$ cat config.mk
export PLATFORM = sky130hd
export DESIGN_NAME = hcbp_queue
export DESIGN_NICKNAME = d
export VERILOG_FILES = /design/src/hw/rtl/hcbp_pkg.sv /design/src/hw/rtl/hcbp_queue.sv
export SDC_FILE = /design/constraint.sdc
export NUM_CORES = 1
export LEC_CHECK = 0
export ABC_AREA = 1
export BUFFER_PORTS_ARGS = -buffer_cell sky130_fd_sc_hd__buf_2
export CAP_MARGIN = 40
export CORE_MARGIN = 5
export CORE_UTILIZATION = 45
export CTS_CLUSTER_DIAMETER = 60
export DETAILED_ROUTE_END_ITERATION = 10
export GPL_ROUTABILITY_DRIVEN = 0
export PLACE_DENSITY = 0.67
export SYNTH_ARGS = -nofsm -noshare
export SYNTH_HDL_FRONTEND = slang
export SYNTH_SLANG_ARGS = --single-unit
$ cat constraint.sdc
create_clock -name clk -period 2.5 [get_ports clk]
set_clock_uncertainty 0.2 [all_clocks]
set_input_delay 0.5 -clock clk [delete_from_list [all_inputs] [get_ports clk]]
set_output_delay 0.5 -clock clk [all_outputs]
set_load 0.02 [all_outputs]
$ cat src/hw/rtl/hcbp_pkg.sv
// ----------------------------------------------------------------------------
// hcbp_pkg
// Shared types and constants of the huffman code bit packer: item field
// widths, mode codes and the operation record passed from front to back.
// ----------------------------------------------------------------------------
package hcbp_pkg;

	// field widths of one input item
	localparam int MODE_BITS    = 2;
	localparam int SYM_BITS     = 8;
	localparam int CODE_BITS    = 32;
	localparam int LEN_BITS     = 6;
	localparam int IN_DATA_BITS = 48;

	// result word width and longest code
	localparam int OUT_BITS     = 32;
	localparam int CODE_MAX_LEN = 32;

	// queue between front and back
	localparam int QUEUE_DEPTH  = 4;
	localparam int QUEUE_AW     = 2;
	localparam int QCNT_BITS    = 3;

	// item modes
	localparam logic [MODE_BITS-1:0] MODE_LOAD   = 2'd0;
	localparam logic [MODE_BITS-1:0] MODE_ENCODE = 2'd1;
	localparam logic [MODE_BITS-1:0] MODE_FLUSH  = 2'd2;

	// classified operation for the back end
	typedef struct packed {
		logic                 is_flush;
		logic [LEN_BITS-1:0]  len;
		logic [CODE_BITS-1:0] code;
	} op_t;

	// queue status seen by the front and back
	typedef struct packed {
		logic not_empty;
		logic room2;
	} q_stat_t;

endpackage

$ cat src/hw/rtl/hcbp_queue.sv
// ----------------------------------------------------------------------------
// hcbp_queue
// Short first-in first-out queue of operations between front and back.
// ----------------------------------------------------------------------------
module hcbp_queue (
	input  logic              clk,
	input  logic              arst_n,
	input  logic              push_valid,
	input  hcbp_pkg::op_t     push_op,
	input  logic              pop,
	output hcbp_pkg::q_stat_t q_stat,
	output hcbp_pkg::op_t     head_op
);

	hcbp_pkg::op_t                     slot_q [hcbp_pkg::QUEUE_DEPTH];
	logic [hcbp_pkg::QUEUE_AW-1:0]     wr_ptr_q;
	logic [hcbp_pkg::QUEUE_AW-1:0]     rd_ptr_q;
	logic [hcbp_pkg::QCNT_BITS-1:0]    count_q;
	logic                              do_pop;

	assign do_pop           = pop & (count_q != '0);
	assign head_op          = slot_q[rd_ptr_q];
	assign q_stat.not_empty = (count_q != '0);
	assign q_stat.room2     = (count_q <= hcbp_pkg::QCNT_BITS'(hcbp_pkg::QUEUE_DEPTH - 2));

	// pointers and fill count
	always_ff @(posedge clk or negedge arst_n) begin
		if (!arst_n) begin
			wr_ptr_q <= '0;
			rd_ptr_q <= '0;
			count_q  <= '0;
		end else begin
			if (push_valid) begin
				wr_ptr_q <= wr_ptr_q + 1'b1;
			end
			if (do_pop) begin
				rd_ptr_q <= rd_ptr_q + 1'b1;
			end
			if (push_valid & ~do_pop) begin
				count_q <= count_q + 1'b1;
			end else if (~push_valid & do_pop) begin
				count_q <= count_q - 1'b1;
			end
		end
	end

	// entry storage
	always_ff @(posedge clk) begin
		if (push_valid) begin
			slot_q[wr_ptr_q] <= push_op;
		end
	end

endmodule

After elaboration in Yosys (flattened, before gate mapping)
Memories as Yosys holds them, arrays and structs flattened.
Cells that the tools add are included.
- output and inout port bits: 41
- memory bits (writable): 156
- input bits: 43
- word-level logic and storage cells: 20
- register bits: 7
- memories kept: 1
- memory list (memory ; words ; bits a word ; rd ports ; clocked after Yosys merged registers in ; wr ports ; line ; text):
    slot_q ; 4 ; 39 ; 1 ; 0 ; 1 ; hcbp_queue.sv:15 ; hcbp_pkg::op_t slot_q [hcbp_pkg::QUEUE_DEPTH];
- order comparisons: 1
- reduce and logical (&&, ||, !) cells: 2
- $add $sub $neg: 4
- multiplexer cells: 4
- bitwise operators: 5
- operators by type and width (operator ; number):
    2-to-1 mux 3 bit ; 2
    adder 2 x 1 -> 2 bit (second input constant) ; 2
    adder 3 x 1 -> 3 bit (second input constant) ; 1
    AND 1 bit ; 3
    <= comparator 3 x 2 -> 1 bit (second input constant) ; 1
    nonzero test 3 bit ; 1
    subtractor 3 x 1 -> 3 bit (second input constant) ; 1
    2-to-1 mux 1 bit ; 2
    NOT 1 bit ; 2
    nonzero test 2 bit ; 1

Longest topological paths before layout
- word-level depth: 5
- depth in mapped cells: 11
- gate-level depth less buffers: 11

Least setup slack after synthesis
No wires, ideal clock.
- kind: input port to flip-flop
- start: input port push_valid
- end: memory slot_q[1][0] (netlist name), enable pin
- path slack: 350 ps
- buffers on the path: 1
- data required time: 1906 ps
- cell stages on the path: 3
- setup time: 394 ps
- arrival: 1557 ps
- path through: clkbuf_1 > nand2_1 > inv_1
- word-level cells in the longest chain between the ends: 2
- ends and longest elaborated chain (element ; line ; text):
    start, declared ; hcbp_queue.sv:8 ; input logic push_valid,
    2-to-1 mux 1 bit ; hcbp_queue.sv:49 ; if (push_valid) begin
    2-to-1 mux 1 bit (not written as such) ; hcbp_queue.sv:50 ; slot_q[wr_ptr_q] <= push_op;
    end, declared ; hcbp_queue.sv:15 ;
No other way between the ends.

==> reports/results.tsv <==
stage	metric	value	unit
floorplanning	Initial Util	0.458	
synthesis	Synth Register Bits	163	
global_route	initial antenna violation count	2	
synthesis	Synth Instances	511	
timing	Min Hold Slack	0.101	ns
place	HPWL after DPL	7.10	mm
clock_network	clk buf depth	2	
timing	final worst slack	0.0913	ns
final_layout	Nets	646	
global_route	first-pass GRT wire length	19.3	mm
final_layout	antenna fix cells	0	
global_route	largest net degree at the start of global routing	93	
setup_path	CP Class	reg2out	
setup_path	CP startpoint kind	flop	
detailed_routing	Via-to-Cell Ratio	4.95	
synthesis	syn nets	560	
worst_hold_path	worst min path class	in2reg	
setup_path	worst-path maximum fanout	46	
synthesis	sequential area share after synthesis	0.730	
clock_network	clock-pin slew on the worst setup and hold paths	0.06	ns
global_route	vias in the first global route	3751	
final_layout	share of layout cells above drive strength 1	0.208	
timing	final setup violation count	0	
timing	Final Hold Fails	0	
floorplanning	die span in x	132	microns
clock_network	# clock sinks	163	
detailed_routing	Final ANT Viol Nets	0	
detailed_routing	1st-pass router iterations	5	
clock_network	Clock Latency Late Sink	0.41	ns
global_route	grt total ovfl	0	
setup_path	Crit path arrival time	1.71	ns
final_layout	Multi-input gate area	1230	sq um
timing	TNS Setup	0	ns
global_route	Total GRT Usage	0.141	
power_and_ir_drop	Tot Pwr	9.84	mW
power_and_ir_drop	P_leak	3.26	nW
timing	Period minus WS final	2.41	ns
place	number of port buffers	83	
floorplanning	Core Box Area	14500	sq um
detailed_routing	drt wl/cell	16.1	microns
timing	max-slew violations	0	
power_and_ir_drop	PD cells	1250	nW/um^2
final_layout	# fillers	1202	
floorplanning	die height	132	microns
floorplanning	die area	17300	sq um
setup_path	Crit. End Element	primary output	
power_and_ir_drop	Max VDD drop	0.923	mV
detailed_routing	1st-iter DRT viols	237	
final_layout	Synth-to-Final Area Change	18.4	%
place	Setup WS pre-CTS	0.473	ns
floorplanning	Rows	44	
timing	worst slew pin tran	0.361	ns
setup_path	worst endpoint required time	1.80	ns
detailed_routing	Via Count	3929	
clock_network	number of H-tree levels	4	
clock_network	clock root cell	clkbuf_16	
timing	unrepaired setup endpoints after global routing	true	
timing	max_slew headroom	0.760	
flow_run	Max Cap Viol	0	
synthesis	syn avg cell area	13.0	sq um
synthesis	synth warn	0	
outcome	status	completed	
floorplanning	Ports	84	
detailed_routing	Routed Wire Length	12.8	mm
synthesis	post-synthesis cell type count	19	
final_layout	Reg area	4860	sq um
clock_network	CTS tree	built	
clock_network	TritonCTS buffer count	17	
timing	Final Cycle Share	0.963	
clock_network	# Post-CTS Setup Buffers	0	
synthesis	mapped cell area	6660	sq um
timing	Max Freq	415	MHz
detailed_routing	drt drc	0	
state kept, by name, indices dropped and copies added (netlist names):
signal    flops
slot_q      156
count_q       3
rd_ptr_q      2
wr_ptr_q      2
cells in the final DEF (no fill, tap or decap), drive strengths merged:
cell / count
nand3: 3
xor2: 1
xnor2: 1
edfxtp: 156
inv: 92
buf: 91
dlygate4sd3: 1
clkbuf: 21
clkinv: 9
o21ai: 1
o211ai: 78
fa: 1
nor2: 1
nand4: 1
a21oi: 1
dfrtp: 7
bufinv: 3
ha: 5
nand2: 137
power by group:
group | switching [mW] | total, mW | leakage [nW] | internal, mW
sequential | 0.158 | 3.74 | 1.52 | 3.58
combinational | 2.41 | 3.59 | 1.45 | 1.17
clock | 0.964 | 2.51 | 0.287 | 1.55
synth_stat cells:
cell type | number | share of area
a21oi_1 | 1 | 0.00075
buf_2 | 5 | 0.0038
buf_6 | 15 | 0.025
clkbuf_1 | 6 | 0.0034
clkbuf_2 | 1 | 0.00075
dfrtp_1 | 7 | 0.026
edfxtp_1 | 156 | 0.70
fa_1 | 1 | 0.0030
ha_1 | 5 | 0.0094
inv_1 | 90 | 0.051
inv_2 | 1 | 0.00056
nand2_1 | 137 | 0.077
nand3_1 | 3 | 0.0023
nand4_1 | 1 | 0.00094
nor2_1 | 1 | 0.00056
o211ai_1 | 78 | 0.088
o21ai_1 | 1 | 0.00075
xnor2_1 | 1 | 0.0013
xor2_1 | 1 | 0.0013
logic make-up after synthesis:
kind of cell / Yosys count / synth area share
compound gates: 80 / 0.0895
xor+xnor: 2 / 0.00263
fa+ha+maj: 6 / 0.0124
simple gates: 142 / 0.0810
buf+inv: 118 / 0.0846
flops: 163 / 0.730
per-stage QoR:
step                utilization  cells  cell area (sq um)
finish                    0.543    794               7890
global route              0.543    794               7890
CTS                       0.538    792               7820
detailed placement        0.498    759               7230
global placement          0.498    759               7230
floorplan                     -    511               6660
layout make-up:
| class | instances | area share |
|---|---|---|
| inverters | 91 | 0.0436 |
| clock buffers | 19 | 0.0549 |
| clock inverters | 13 | 0.0178 |
| multi-input cells | 230 | 0.157 |
| well taps | 184 | 0.0292 |
| flip-flops and latches | 163 | 0.616 |
| repair buffers | 94 | 0.0814 |
what timing repair did:
action | in CTS | in global routing
hold buffers | 1 | 0
setup endpoints to repair | 0 | 22
resized for setup | 0 | 3
hold endpoints to repair | 7 | 0
final timing paths:
kind                             start       endpoint  slack (ns)  depth (start not counted)
max                        rd_ptr_q[0]    head_op[18]        0.09                          6
min                        push_op[19]  slot_q[1][19]        0.10                          1
max reg2reg                 count_q[0]     count_q[2]        0.52                         10
min reg2reg                 count_q[2]     count_q[2]        0.30                          2
max in group asynchronous       arst_n    rd_ptr_q[1]        1.65                          2
min in group asynchronous       arst_n     count_q[1]        0.27                          2
worst max-delay path, stage by stage (launching register included):
cell and delay [ns]:
dfrtp_1 0.42, inv_4 0.17, buf_16 0.23, nand2_1 0.07, o211ai_1 0.12, nand2_1 0.10, buf_2 0.17
layer usage:
layer  up-vias  global-route usage  routed length, microns
li1       1941                   -                       -
met1      1886               0.171                    5690
met2        82               0.242                    6270
met3        16              0.0451                     690
met4         4              0.0411                     125
met5         -                   0                      26
Note: power is estimated with default switching activity, not from simulation.
